===== src/rtl/core/bqf_pkg.sv =====
// ----------------------------------------------------------------------------
// bqf_pkg
// shared constants, codes and types of the biquad filter section
// ----------------------------------------------------------------------------
package bqf_pkg;

    localparam int SAMPLE_BITS    = 16;
    localparam int COEF_BITS      = 24;
    localparam int COEF_FRAC_BITS = 20;
    localparam int ACC_BITS       = 48;
    localparam int PROD_BITS      = SAMPLE_BITS + COEF_BITS;
    localparam int SUM_BITS       = ACC_BITS + 2;
    localparam int RND_BITS       = ACC_BITS + 1;
    localparam int SHR_BITS       = RND_BITS - COEF_FRAC_BITS;

    localparam int CFG_IDX_BITS   = 3;
    localparam int CFG_DATA_BITS  = COEF_BITS;

    localparam logic [CFG_IDX_BITS-1:0] CFG_B0   = 3'd0;
    localparam logic [CFG_IDX_BITS-1:0] CFG_B1   = 3'd1;
    localparam logic [CFG_IDX_BITS-1:0] CFG_B2   = 3'd2;
    localparam logic [CFG_IDX_BITS-1:0] CFG_A1   = 3'd3;
    localparam logic [CFG_IDX_BITS-1:0] CFG_A2   = 3'd4;
    localparam logic [CFG_IDX_BITS-1:0] CFG_FORM = 3'd5;

    localparam logic signed [COEF_BITS-1:0] COEF_ONE =
        {{(COEF_BITS-COEF_FRAC_BITS){1'b0}}, 1'b1, {(COEF_FRAC_BITS-1){1'b0}}} << 1;

    localparam logic FORM_DF1 = 1'b0;
    localparam logic FORM_TDF = 1'b1;

    // multiplier coefficient select
    localparam logic [2:0] C_B0 = 3'd0;
    localparam logic [2:0] C_B1 = 3'd1;
    localparam logic [2:0] C_B2 = 3'd2;
    localparam logic [2:0] C_A1 = 3'd3;
    localparam logic [2:0] C_A2 = 3'd4;

    // multiplier sample select
    localparam logic [2:0] D_X  = 3'd0;
    localparam logic [2:0] D_H1 = 3'd1;
    localparam logic [2:0] D_H2 = 3'd2;
    localparam logic [2:0] D_O1 = 3'd3;
    localparam logic [2:0] D_O2 = 3'd4;
    localparam logic [2:0] D_Y  = 3'd5;

    // accumulator operation
    localparam logic [2:0] ACC_NONE   = 3'd0;
    localparam logic [2:0] ACC_LOAD_P = 3'd1;
    localparam logic [2:0] ACC_ADD_P  = 3'd2;
    localparam logic [2:0] ACC_SUB_P  = 3'd3;
    localparam logic [2:0] ACC_ADD_T1 = 3'd4;
    localparam logic [2:0] ACC_ADD_T2 = 3'd5;

    localparam int STEP_BITS = 4;
    localparam logic [STEP_BITS-1:0] LAST_DF1 = 4'd7;
    localparam logic [STEP_BITS-1:0] LAST_TDF = 4'd9;

    typedef struct packed {
        logic       start;
        logic       mul_en;
        logic [2:0] coef_sel;
        logic [2:0] data_sel;
        logic [2:0] acc_op;
        logic       round_en;
        logic       st_t1;
        logic       st_t2;
        logic       commit_df1;
        logic       load_out;
    } t_cmd;

    typedef struct packed {
        logic form;
        logic out_free;
    } t_status;

endpackage


===== src/rtl/core/bqf_smp_if.sv =====
// ----------------------------------------------------------------------------
// bqf_smp_if
// input sample channel: valid, ready, sample and restart flag
// ----------------------------------------------------------------------------
interface bqf_smp_if;
    logic                                   valid;
    logic                                   ready;
    logic signed [bqf_pkg::SAMPLE_BITS-1:0] sample_in;
    logic                                   restart;

    modport source (output valid, output sample_in, output restart, input ready);
    modport sink   (input valid, input sample_in, input restart, output ready);
endinterface


===== src/rtl/core/bqf_res_if.sv =====
// ----------------------------------------------------------------------------
// bqf_res_if
// result channel: valid, ready, filtered sample and clip flag
// ----------------------------------------------------------------------------
interface bqf_res_if;
    logic                                   valid;
    logic                                   ready;
    logic signed [bqf_pkg::SAMPLE_BITS-1:0] sample_out;
    logic                                   clipped;

    modport source (output valid, output sample_out, output clipped, input ready);
    modport sink   (input valid, input sample_out, input clipped, output ready);
endinterface


===== src/rtl/core/bqf_datapath.sv =====
// ----------------------------------------------------------------------------
// bqf_datapath
// coefficient registers, filter history, shared multiplier, accumulator,
// rounding and output register
// ----------------------------------------------------------------------------
module bqf_datapath (
    input  logic                                      i_clk,
    input  logic                                      i_rst_n,
    input  logic                                      i_cfg_we,
    input  logic [bqf_pkg::CFG_IDX_BITS-1:0]          i_cfg_idx,
    input  logic [bqf_pkg::CFG_DATA_BITS-1:0]         i_cfg_data,
    input  bqf_pkg::t_cmd                             i_cmd,
    output bqf_pkg::t_status                          o_status,
    input  logic signed [bqf_pkg::SAMPLE_BITS-1:0]    i_sample_in,
    input  logic                                      i_restart,
    input  logic                                      i_out_ready,
    output logic                                      o_out_valid,
    output logic signed [bqf_pkg::SAMPLE_BITS-1:0]    o_sample_out,
    output logic                                      o_clipped
);

    logic signed [bqf_pkg::COEF_BITS-1:0]   r_b0, r_b1, r_b2, r_a1, r_a2;
    logic                                   r_form;
    logic signed [bqf_pkg::SAMPLE_BITS-1:0] r_x, r_h1, r_h2, r_o1, r_o2, r_y;
    logic signed [bqf_pkg::ACC_BITS-1:0]    r_t1, r_t2, r_acc;
    logic signed [bqf_pkg::PROD_BITS-1:0]   r_p;
    logic                                   r_flag;
    logic                                   r_out_valid;
    logic signed [bqf_pkg::SAMPLE_BITS-1:0] r_out_sample;
    logic                                   r_out_clip;

    logic signed [bqf_pkg::COEF_BITS-1:0]   w_coef;
    logic signed [bqf_pkg::SAMPLE_BITS-1:0] w_data;
    logic signed [bqf_pkg::PROD_BITS-1:0]   w_prod;
    logic signed [bqf_pkg::SUM_BITS-1:0]    w_base, w_opnd, w_sum;
    logic [bqf_pkg::SUM_BITS-bqf_pkg::ACC_BITS:0] w_sum_top;
    logic                                   w_acc_fits;
    logic signed [bqf_pkg::ACC_BITS-1:0]    w_acc_sat;
    logic signed [bqf_pkg::RND_BITS-1:0]    w_rnd;
    logic signed [bqf_pkg::SHR_BITS-1:0]    w_shr;
    logic [bqf_pkg::SHR_BITS-bqf_pkg::SAMPLE_BITS:0] w_shr_top;
    logic                                   w_y_fits;
    logic signed [bqf_pkg::SAMPLE_BITS-1:0] w_y_sat;
    logic                                   w_out_free;

    localparam logic signed [bqf_pkg::RND_BITS-1:0] RND_HALF =
        {{(bqf_pkg::RND_BITS-bqf_pkg::COEF_FRAC_BITS){1'b0}}, 1'b1,
         {(bqf_pkg::COEF_FRAC_BITS-1){1'b0}}};

    // multiplier operands
    always_comb begin
        case (i_cmd.coef_sel)
            bqf_pkg::C_B0: w_coef = r_b0;
            bqf_pkg::C_B1: w_coef = r_b1;
            bqf_pkg::C_B2: w_coef = r_b2;
            bqf_pkg::C_A1: w_coef = r_a1;
            bqf_pkg::C_A2: w_coef = r_a2;
            default:       w_coef = r_b0;
        endcase
        case (i_cmd.data_sel)
            bqf_pkg::D_X:  w_data = r_x;
            bqf_pkg::D_H1: w_data = r_h1;
            bqf_pkg::D_H2: w_data = r_h2;
            bqf_pkg::D_O1: w_data = r_o1;
            bqf_pkg::D_O2: w_data = r_o2;
            bqf_pkg::D_Y:  w_data = r_y;
            default:       w_data = r_x;
        endcase
    end

    assign w_prod = w_coef * w_data;

    // accumulator with saturation to the accumulator width
    always_comb begin
        w_base = (i_cmd.acc_op == bqf_pkg::ACC_LOAD_P) ? '0 : bqf_pkg::SUM_BITS'(r_acc);
        case (i_cmd.acc_op)
            bqf_pkg::ACC_LOAD_P: w_opnd = bqf_pkg::SUM_BITS'(r_p);
            bqf_pkg::ACC_ADD_P:  w_opnd = bqf_pkg::SUM_BITS'(r_p);
            bqf_pkg::ACC_SUB_P:  w_opnd = -bqf_pkg::SUM_BITS'(r_p);
            bqf_pkg::ACC_ADD_T1: w_opnd = bqf_pkg::SUM_BITS'(r_t1);
            bqf_pkg::ACC_ADD_T2: w_opnd = bqf_pkg::SUM_BITS'(r_t2);
            default:             w_opnd = '0;
        endcase
        w_sum      = w_base + w_opnd;
        w_sum_top  = w_sum[bqf_pkg::SUM_BITS-1:bqf_pkg::ACC_BITS-1];
        w_acc_fits = (&w_sum_top) | ~(|w_sum_top);
        if (w_acc_fits) begin
            w_acc_sat = w_sum[bqf_pkg::ACC_BITS-1:0];
        end else if (w_sum[bqf_pkg::SUM_BITS-1]) begin
            w_acc_sat = {1'b1, {(bqf_pkg::ACC_BITS-1){1'b0}}};
        end else begin
            w_acc_sat = {1'b0, {(bqf_pkg::ACC_BITS-1){1'b1}}};
        end
    end

    // round to nearest, shift and saturate to the sample width
    always_comb begin
        w_rnd     = bqf_pkg::RND_BITS'(r_acc) + RND_HALF;
        w_shr     = w_rnd[bqf_pkg::RND_BITS-1:bqf_pkg::COEF_FRAC_BITS];
        w_shr_top = w_shr[bqf_pkg::SHR_BITS-1:bqf_pkg::SAMPLE_BITS-1];
        w_y_fits  = (&w_shr_top) | ~(|w_shr_top);
        if (w_y_fits) begin
            w_y_sat = w_shr[bqf_pkg::SAMPLE_BITS-1:0];
        end else if (w_shr[bqf_pkg::SHR_BITS-1]) begin
            w_y_sat = {1'b1, {(bqf_pkg::SAMPLE_BITS-1){1'b0}}};
        end else begin
            w_y_sat = {1'b0, {(bqf_pkg::SAMPLE_BITS-1){1'b1}}};
        end
    end

    assign w_out_free = ~r_out_valid | i_out_ready;

    // configuration registers
    always_ff @(posedge i_clk) begin
        if (!i_rst_n) begin
            r_b0   <= bqf_pkg::COEF_ONE;
            r_b1   <= '0;
            r_b2   <= '0;
            r_a1   <= '0;
            r_a2   <= '0;
            r_form <= bqf_pkg::FORM_DF1;
        end else if (i_cfg_we) begin
            case (i_cfg_idx)
                bqf_pkg::CFG_B0:   r_b0   <= i_cfg_data;
                bqf_pkg::CFG_B1:   r_b1   <= i_cfg_data;
                bqf_pkg::CFG_B2:   r_b2   <= i_cfg_data;
                bqf_pkg::CFG_A1:   r_a1   <= i_cfg_data;
                bqf_pkg::CFG_A2:   r_a2   <= i_cfg_data;
                bqf_pkg::CFG_FORM: r_form <= i_cfg_data[0];
                default: begin
                end
            endcase
        end
    end

    // filter history of both forms
    always_ff @(posedge i_clk) begin
        if (!i_rst_n) begin
            r_h1 <= '0;
            r_h2 <= '0;
            r_o1 <= '0;
            r_o2 <= '0;
            r_t1 <= '0;
            r_t2 <= '0;
        end else if (i_cmd.start && i_restart) begin
            r_h1 <= '0;
            r_h2 <= '0;
            r_o1 <= '0;
            r_o2 <= '0;
            r_t1 <= '0;
            r_t2 <= '0;
        end else begin
            if (i_cmd.commit_df1) begin
                r_h2 <= r_h1;
                r_h1 <= r_x;
                r_o2 <= r_o1;
                r_o1 <= r_y;
            end
            if (i_cmd.st_t1) begin
                r_t1 <= r_acc;
            end
            if (i_cmd.st_t2) begin
                r_t2 <= r_acc;
            end
        end
    end

    // working registers
    always_ff @(posedge i_clk) begin
        if (i_cmd.start) begin
            r_x <= i_sample_in;
        end
        if (i_cmd.mul_en) begin
            r_p <= w_prod;
        end
        if (i_cmd.acc_op != bqf_pkg::ACC_NONE) begin
            r_acc <= w_acc_sat;
        end
        if (i_cmd.round_en) begin
            r_y <= w_y_sat;
        end
    end

    always_ff @(posedge i_clk) begin
        if (!i_rst_n) begin
            r_flag <= 1'b0;
        end else if (i_cmd.start) begin
            r_flag <= 1'b0;
        end else begin
            r_flag <= r_flag
                    | ((i_cmd.acc_op != bqf_pkg::ACC_NONE) & ~w_acc_fits)
                    | (i_cmd.round_en & ~w_y_fits);
        end
    end

    // output register
    always_ff @(posedge i_clk) begin
        if (!i_rst_n) begin
            r_out_valid <= 1'b0;
        end else if (i_cmd.load_out) begin
            r_out_valid <= 1'b1;
        end else if (i_out_ready) begin
            r_out_valid <= 1'b0;
        end
    end

    always_ff @(posedge i_clk) begin
        if (i_cmd.load_out) begin
            r_out_sample <= r_y;
            r_out_clip   <= r_flag;
        end
    end

    assign o_status.form     = r_form;
    assign o_status.out_free = w_out_free;
    assign o_out_valid       = r_out_valid;
    assign o_sample_out      = r_out_sample;
    assign o_clipped         = r_out_clip;

`ifndef SYNTHESIS
    a_load_into_free: assert property (@(posedge i_clk) disable iff (!i_rst_n)
        i_cmd.load_out |-> w_out_free)
        else $error("result loaded over an untaken result");

    a_restart_clears: assert property (@(posedge i_clk) disable iff (!i_rst_n)
        (i_cmd.start && i_restart) |=> (r_t1 == '0 && r_t2 == '0 && r_h1 == '0
                                        && r_o1 == '0))
        else $error("restart did not clear history");

    a_single_store: assert property (@(posedge i_clk) disable iff (!i_rst_n)
        !(i_cmd.commit_df1 && (i_cmd.st_t1 || i_cmd.st_t2)))
        else $error("both forms updated in one cycle");
`endif

endmodule


===== src/rtl/core/bqf_ctrl.sv =====
// ----------------------------------------------------------------------------
// bqf_ctrl
// sequencer: issues multiply, accumulate, round and store commands for
// the selected filter form, one sample at a time
// ----------------------------------------------------------------------------
module bqf_ctrl (
    input  logic             i_clk,
    input  logic             i_rst_n,
    input  logic             i_in_valid,
    output logic             o_in_ready,
    input  bqf_pkg::t_status i_status,
    output bqf_pkg::t_cmd    o_cmd
);

    localparam logic S_IDLE = 1'b0;
    localparam logic S_RUN  = 1'b1;

    logic                          r_state, n_state;
    logic [bqf_pkg::STEP_BITS-1:0] r_step, n_step;
    logic [bqf_pkg::STEP_BITS-1:0] w_last;
    bqf_pkg::t_cmd                 w_cmd;

    assign w_last = (i_status.form == bqf_pkg::FORM_TDF) ? bqf_pkg::LAST_TDF
                                                          : bqf_pkg::LAST_DF1;

    // command table per step
    always_comb begin
        w_cmd = '0;
        if (i_status.form == bqf_pkg::FORM_DF1) begin
            case (r_step)
                4'd0: begin
                    w_cmd.mul_en = 1'b1; w_cmd.coef_sel = bqf_pkg::C_B0;
                    w_cmd.data_sel = bqf_pkg::D_X;
                end
                4'd1: begin
                    w_cmd.acc_op = bqf_pkg::ACC_LOAD_P;
                    w_cmd.mul_en = 1'b1; w_cmd.coef_sel = bqf_pkg::C_B1;
                    w_cmd.data_sel = bqf_pkg::D_H1;
                end
                4'd2: begin
                    w_cmd.acc_op = bqf_pkg::ACC_ADD_P;
                    w_cmd.mul_en = 1'b1; w_cmd.coef_sel = bqf_pkg::C_B2;
                    w_cmd.data_sel = bqf_pkg::D_H2;
                end
                4'd3: begin
                    w_cmd.acc_op = bqf_pkg::ACC_ADD_P;
                    w_cmd.mul_en = 1'b1; w_cmd.coef_sel = bqf_pkg::C_A1;
                    w_cmd.data_sel = bqf_pkg::D_O1;
                end
                4'd4: begin
                    w_cmd.acc_op = bqf_pkg::ACC_SUB_P;
                    w_cmd.mul_en = 1'b1; w_cmd.coef_sel = bqf_pkg::C_A2;
                    w_cmd.data_sel = bqf_pkg::D_O2;
                end
                4'd5: w_cmd.acc_op = bqf_pkg::ACC_SUB_P;
                4'd6: w_cmd.round_en = 1'b1;
                4'd7: begin
                    w_cmd.commit_df1 = 1'b1;
                    w_cmd.load_out   = 1'b1;
                end
                default: w_cmd = '0;
            endcase
        end else begin
            case (r_step)
                4'd0: begin
                    w_cmd.mul_en = 1'b1; w_cmd.coef_sel = bqf_pkg::C_B0;
                    w_cmd.data_sel = bqf_pkg::D_X;
                end
                4'd1: w_cmd.acc_op = bqf_pkg::ACC_LOAD_P;
                4'd2: w_cmd.acc_op = bqf_pkg::ACC_ADD_T1;
                4'd3: begin
                    w_cmd.round_en = 1'b1;
                    w_cmd.mul_en = 1'b1; w_cmd.coef_sel = bqf_pkg::C_B1;
                    w_cmd.data_sel = bqf_pkg::D_X;
                end
                4'd4: begin
                    w_cmd.acc_op = bqf_pkg::ACC_LOAD_P;
                    w_cmd.mul_en = 1'b1; w_cmd.coef_sel = bqf_pkg::C_A1;
                    w_cmd.data_sel = bqf_pkg::D_Y;
                end
                4'd5: w_cmd.acc_op = bqf_pkg::ACC_SUB_P;
                4'd6: begin
                    w_cmd.acc_op = bqf_pkg::ACC_ADD_T2;
                    w_cmd.mul_en = 1'b1; w_cmd.coef_sel = bqf_pkg::C_B2;
                    w_cmd.data_sel = bqf_pkg::D_X;
                end
                4'd7: begin
                    w_cmd.st_t1  = 1'b1;
                    w_cmd.acc_op = bqf_pkg::ACC_LOAD_P;
                    w_cmd.mul_en = 1'b1; w_cmd.coef_sel = bqf_pkg::C_A2;
                    w_cmd.data_sel = bqf_pkg::D_Y;
                end
                4'd8: w_cmd.acc_op = bqf_pkg::ACC_SUB_P;
                4'd9: begin
                    w_cmd.st_t2    = 1'b1;
                    w_cmd.load_out = 1'b1;
                end
                default: w_cmd = '0;
            endcase
        end
    end

    // state sequencing, last step waits for a free output register
    always_comb begin
        n_state = r_state;
        n_step  = r_step;
        o_cmd   = '0;
        case (r_state)
            S_IDLE: begin
                o_cmd.start = i_in_valid;
                if (i_in_valid) begin
                    n_state = S_RUN;
                    n_step  = '0;
                end
            end
            S_RUN: begin
                if (r_step == w_last) begin
                    if (i_status.out_free) begin
                        o_cmd   = w_cmd;
                        n_state = S_IDLE;
                    end
                end else begin
                    o_cmd  = w_cmd;
                    n_step = r_step + 1'b1;
                end
            end
            default: n_state = S_IDLE;
        endcase
    end

    always_ff @(posedge i_clk) begin
        if (!i_rst_n) begin
            r_state <= S_IDLE;
            r_step  <= '0;
        end else begin
            r_state <= n_state;
            r_step  <= n_step;
        end
    end

    assign o_in_ready = (r_state == S_IDLE);

`ifndef SYNTHESIS
    a_accept_starts: assert property (@(posedge i_clk) disable iff (!i_rst_n)
        (i_in_valid && o_in_ready) |=> (r_state == S_RUN && r_step == '0))
        else $error("accepted sample did not start the sequence");

    a_step_bound: assert property (@(posedge i_clk) disable iff (!i_rst_n)
        (r_state == S_RUN) |-> (r_step <= w_last))
        else $error("step counter beyond last step");

    a_stall_holds: assert property (@(posedge i_clk) disable iff (!i_rst_n)
        (r_state == S_RUN && r_step == w_last && !i_status.out_free)
            |=> (r_state == S_RUN && $stable(r_step)))
        else $error("last step left while output register full");
`endif

endmodule


===== src/rtl/core/biquad_iir_filter_two_form.sv =====
// samples: one at a time; a new sample is not accepted until the last one has been
// loaded into the result register, which may stall while that register is full
// products: the five products of each sample go one at a time through the single
// shared multiplier
// reset: synchronous, active low; coefficients return to b0 = 1.0, others 0,
// form I selected, all filter history cleared, no result pending
// ----------------------------------------------------------------------------
// biquad_iir_filter_two_form
// second-order iir section, direct form I or transposed direct form II,
// Q4.20 coefficients, rounded and saturated 16-bit output
// ----------------------------------------------------------------------------
module biquad_iir_filter_two_form (
    input  logic                              i_clk,
    input  logic                              i_rst_n,
    input  logic                              i_cfg_we,
    input  logic [bqf_pkg::CFG_IDX_BITS-1:0]  i_cfg_idx,
    input  logic [bqf_pkg::CFG_DATA_BITS-1:0] i_cfg_data,
    bqf_smp_if.sink                           i_smp,
    bqf_res_if.source                         o_res
);

    bqf_pkg::t_cmd    w_cmd;
    bqf_pkg::t_status w_status;

    bqf_ctrl u_ctrl (
        .i_clk      (i_clk),
        .i_rst_n    (i_rst_n),
        .i_in_valid (i_smp.valid),
        .o_in_ready (i_smp.ready),
        .i_status   (w_status),
        .o_cmd      (w_cmd)
    );

    bqf_datapath u_datapath (
        .i_clk        (i_clk),
        .i_rst_n      (i_rst_n),
        .i_cfg_we     (i_cfg_we),
        .i_cfg_idx    (i_cfg_idx),
        .i_cfg_data   (i_cfg_data),
        .i_cmd        (w_cmd),
        .o_status     (w_status),
        .i_sample_in  (i_smp.sample_in),
        .i_restart    (i_smp.restart),
        .i_out_ready  (o_res.ready),
        .o_out_valid  (o_res.valid),
        .o_sample_out (o_res.sample_out),
        .o_clipped    (o_res.clipped)
    );

endmodule

===== src/flat_wrapper.sv =====
// flat-port wrapper written by rule: the top's interface ports become plain ports
module biquad_iir_filter_two_form_flat 
  (i_clk, i_rst_n, i_cfg_we, i_cfg_idx, i_cfg_data, i_smp_valid, i_smp_sample_in, i_smp_restart, i_smp_ready, o_res_valid, o_res_sample_out, o_res_clipped, o_res_ready);
  bqf_smp_if i_smp_i ();
  bqf_res_if o_res_i ();
  input  logic i_clk;
  input  logic i_rst_n;
  input  logic i_cfg_we;
  input  logic [bqf_pkg::CFG_IDX_BITS-1:0] i_cfg_idx;
  input  logic [bqf_pkg::CFG_DATA_BITS-1:0] i_cfg_data;
  input wire logic [$bits(i_smp_i.valid)-1:0] i_smp_valid;
  input wire logic [$bits(i_smp_i.sample_in)-1:0] i_smp_sample_in;
  input wire logic [$bits(i_smp_i.restart)-1:0] i_smp_restart;
  output wire logic [$bits(i_smp_i.ready)-1:0] i_smp_ready;
  output wire logic [$bits(o_res_i.valid)-1:0] o_res_valid;
  output wire logic [$bits(o_res_i.sample_out)-1:0] o_res_sample_out;
  output wire logic [$bits(o_res_i.clipped)-1:0] o_res_clipped;
  input wire logic [$bits(o_res_i.ready)-1:0] o_res_ready;
  assign i_smp_i.valid = i_smp_valid;
  assign i_smp_i.sample_in = i_smp_sample_in;
  assign i_smp_i.restart = i_smp_restart;
  assign i_smp_ready = i_smp_i.ready;
  assign o_res_valid = o_res_i.valid;
  assign o_res_sample_out = o_res_i.sample_out;
  assign o_res_clipped = o_res_i.clipped;
  assign o_res_i.ready = o_res_ready;
  biquad_iir_filter_two_form u_core (.i_clk(i_clk), .i_rst_n(i_rst_n), .i_cfg_we(i_cfg_we), .i_cfg_idx(i_cfg_idx), .i_cfg_data(i_cfg_data), .i_smp(i_smp_i), .o_res(o_res_i));
endmodule

===== config.mk =====
export PLATFORM = sky130hd
export DESIGN_NAME = biquad_iir_filter_two_form_flat
export DESIGN_NICKNAME = d
export VERILOG_FILES = /design/src/rtl/core/bqf_pkg.sv /design/src/rtl/core/bqf_smp_if.sv /design/src/rtl/core/bqf_res_if.sv /design/src/rtl/core/bqf_datapath.sv /design/src/rtl/core/bqf_ctrl.sv /design/src/rtl/core/biquad_iir_filter_two_form.sv /design/src/flat_wrapper.sv
export SDC_FILE = /design/constraint.sdc
export NUM_CORES = 2
export LEC_CHECK = 0
export ABC_AREA = 1
export BUFFER_PORTS_ARGS = -buffer_cell sky130_fd_sc_hd__buf_2
export CAP_MARGIN = 20
export CORE_MARGIN = 4
export CORE_UTILIZATION = 47
export CTS_CLUSTER_SIZE = 16
export DETAILED_ROUTE_END_ITERATION = 10
export GPL_ROUTABILITY_DRIVEN = 0
export PLACE_DENSITY = 0.71
export SETUP_SLACK_MARGIN = 0.2
export SLEW_MARGIN = 0
export SYNTH_ARGS = -nofsm -noshare
export SYNTH_HDL_FRONTEND = slang
export SYNTH_HIERARCHICAL = 1
export SYNTH_SLANG_ARGS = --single-unit

===== constraint.sdc =====
create_clock -name i_clk -period 8.4 [get_ports i_clk]
set_input_delay 1.26 -clock i_clk [delete_from_list [all_inputs] [get_ports i_clk]]
set_output_delay 1.26 -clock i_clk [all_outputs]
set_load 0.01 [all_outputs]

==> reports/metrics.cfg <==
[run]
maxCapViolCount=0

[timing]
setup_viol=0
tightestPinTransition_ns=1.08
relSlewSlack_pct=28.1
period_needed_ns=7.94
fmaxAchievable_mhz=126
rsz0062_at_grt=false
drv_slew=0
hold_viol_final=0
tns_ns=0
skew_ns=0.0462
finalCritPeriodShare_pct=94.5

[route]
wirelength_mm=111
route.detailed.drc=0
drt_iter0_drc=3191
vias_per_cell=5.36
wl_per_cell_um=17.6
num_vias=33796
postRouteAntennaNets=0
firstDrtPassIters=6

[setup_path]
crit_fanout=14
cp.required_ns=8.77
critPathLaunchType=primary input
critical-path-max-stage-delay_ns=0.54
crit_top_cell=fa_1
criticalPathCategory=primary input to flip-flop
crit_arrival_ns=8.31
endpoint_kind=flip-flop
critPathSlowestCell=fa_1
rr_worst_depth=34

[floorplan]
ios=68
initial_core_util_pct=47.8
rows=102
die-area_um2=83800
chipWidth_um=290
core_area_um2=78000
fp.dieH_um=290

[clock_network]
cts-root-buf=clkbuf_16
clockBufferDepth=3
numCtsBuffers=49
htreeDepth=2
cts_tree=done
clk_pin_slew_ns=0.06
clkLatencyLatePin_ns=0.63
cts.sinks=425

[place]
dp_hpwl_mm=84.1
io_buffers=67
post_dp_cell_area_um2=40800

[power]
total_power_mw=13.8
ir_drop_v=0.000445
p_leak_nw=19.7
power_density_nw_per_um2=323

[cells_and_area]
design_area_um2=42700
utilization_pct=54.7
antenna_cells=0
layout_common_cells=1243 x nand2_1, 801 x inv_1, 574 x nor2_1, 373 x fa_1, 322 x a21oi_1
layout_commonest_cell=nand2_1
multiInputGateArea_um2=23500
fin_nets=5796
area_growth_pct=14.5
n_fill_cell=7179
drive_gt1_share_pct=12.5
regArea_um2=9890

[grt]
grt_usage_pct=26.4
grt_overflow=0
grt_pass1_vias=33136
grt_max_degree=123
antenna_found_initial=4
grt_pass1_wl_mm=177

[yosys]
synth_top_flop_cell=dfxtp_1
yosysSeqAreaShare_pct=26.5
netlist_instances=4955
synthArstFlopShare_pct=0
syn_area_um2=37300
syn_nets=5532
ys_ff_latch=425
ys_warn_count=6
ys_types=66
synth_edf_count=137
syn_avg_cell_area_um2=7.52

[worst_hold_path]
whs_path_depth=0
hold_path_class=flip-flop to flip-flop

[outcome]
outcome=finished, final reports clean

==> metrics by stage <==
stage	hold slack (ns)	std cells	worst slack, ns
2_1_floorplan	0.408	4955	0.232
3_3_place_gp	0.426	6205	-0.129
3_5_place_dp	0.433	6205	-0.166
4_1_cts	0.449	6297	0.285
5_1_grt	0.452	6300	0.0809
6_report	0.438	6300	0.462
==> cell families (layout without fill, tap and decap cells) <==
group / count (synthesis) / after routing / share of synthesized area, %
simple gates: 2131 / 2131 / 23.3
buf+inv: 1016 / 1321 / 10.8
compound gates: 746 / 746 / 11.5
fa+ha+maj: 528 / 528 / 25.3
flops: 425 / 425 / 26.5
xor+xnor: 109 / 109 / 2.56
==> repair_timing <==
item	CTS	global route
setup buffers	0	2
resized for setup	0	52
hold buffers	0	0
setup endpoints to repair	0	22
==> synthesized netlist by cell type, types with 7 or more instances <==
master,instances,area [um^2]
nand2_1,1245,4670
xnor2_1,49,429
fa_1,375,7510
a21o_1,8,60.1
o22ai_1,27,169
o21ai_2,12,105
ha_1,153,1910
o21ai_0,212,1060
o21a_1,25,188
o21bai_1,21,158
inv_1,807,3030
xor2_1,60,526
dfxtp_1,288,5770
a21oi_1,329,1650
nand4_1,32,200
nand2_2,34,213
nor4_1,19,119
buf_6,8,90.1
nor2_1,580,2180
o2111ai_1,23,201
inv_2,22,82.6
nor2_2,26,163
clkbuf_1,104,390
edfxtp_1,137,4110
nor3_1,25,125
a22o_1,7,61.3
buf_2,53,265
nand3_1,132,661
o21ai_1,14,70.1
buf_1,10,37.5
a31oi_1,8,50.1
a221oi_1,40,350
==> worst paths after layout <==
path / end / from / slack, ns
worst max-delay path: u_core/u_datapath/r_p[33]$_DFFE_PP_ / o_res_ready / 0.46
worst min-delay path: u_core/u_datapath/o_clipped$_DFFE_PP_ / u_core/u_datapath/r_flag$_SDFF_PP0_ / 0.44
worst max register to register: u_core/u_datapath/r_p[33]$_DFFE_PP_ / u_core/u_datapath/r_form$_SDFFE_PN0P_ / 0.59
worst min register to register: u_core/u_datapath/o_clipped$_DFFE_PP_ / u_core/u_datapath/r_flag$_SDFF_PP0_ / 0.44
==> critical path, delay by kind of cell <==
kind            cells  cell delay, ns
compound gates      4            0.67
xor+xnor            1            0.15
fa+ha+maj           7            3.32
buf+inv            11            1.41
simple gates       11            1.47
==> final cells by class <==
type | count | share of cell area, %
repair buffers | 398 | 7.34
inverters | 831 | 7.34
multi-input cells | 3514 | 55.1
flip-flops and latches | 425 | 23.2
clock inverters | 28 | 0.721
well taps | 1040 | 3.05
clock buffers | 64 | 3.23
==> registers in the layout, summed over array words and instances (netlist names), 4 cells and up <==
| name | count |
|---|---|
| u_core/u_datapath/r_acc | 48 |
| u_core/u_datapath/r_t1 | 48 |
| u_core/u_datapath/r_t2 | 48 |
| u_core/u_datapath/r_p | 40 |
| u_core/u_datapath/r_a1 | 24 |
| u_core/u_datapath/r_a2 | 24 |
| u_core/u_datapath/r_b0 | 24 |
| u_core/u_datapath/r_b1 | 24 |
| u_core/u_datapath/r_b2 | 24 |
| u_core/u_datapath/o_sample_out | 16 |
| u_core/u_datapath/r_h1 | 16 |
| u_core/u_datapath/r_h2 | 16 |
| u_core/u_datapath/r_o1 | 16 |
| u_core/u_datapath/r_o2 | 16 |
| u_core/u_datapath/r_x | 16 |
| u_core/u_datapath/r_y | 16 |
| u_core/u_ctrl/r_step | 4 |
==> power by group <==
group | internal (mW) | switching (mW) | total, mW
sequential | 2.54 | 0.160 | 2.70
combinational | 4.07 | 4.80 | 8.87
clock | 1.25 | 0.974 | 2.22
total | 7.86 | 5.93 | 13.8
==> routing by layer <==
layer,vias up,global-route usage [%],share of wire (%),routed length (um)
li1,16041,-,-,-
met1,15976,36.1,42,46900
met2,1458,42.5,45,49900
met3,313,4.18,8.2,9110
met4,8,10.3,4.5,4950
met5,-,0,0.042,47
No activity file was read; power rests on OpenSTA's default activity.
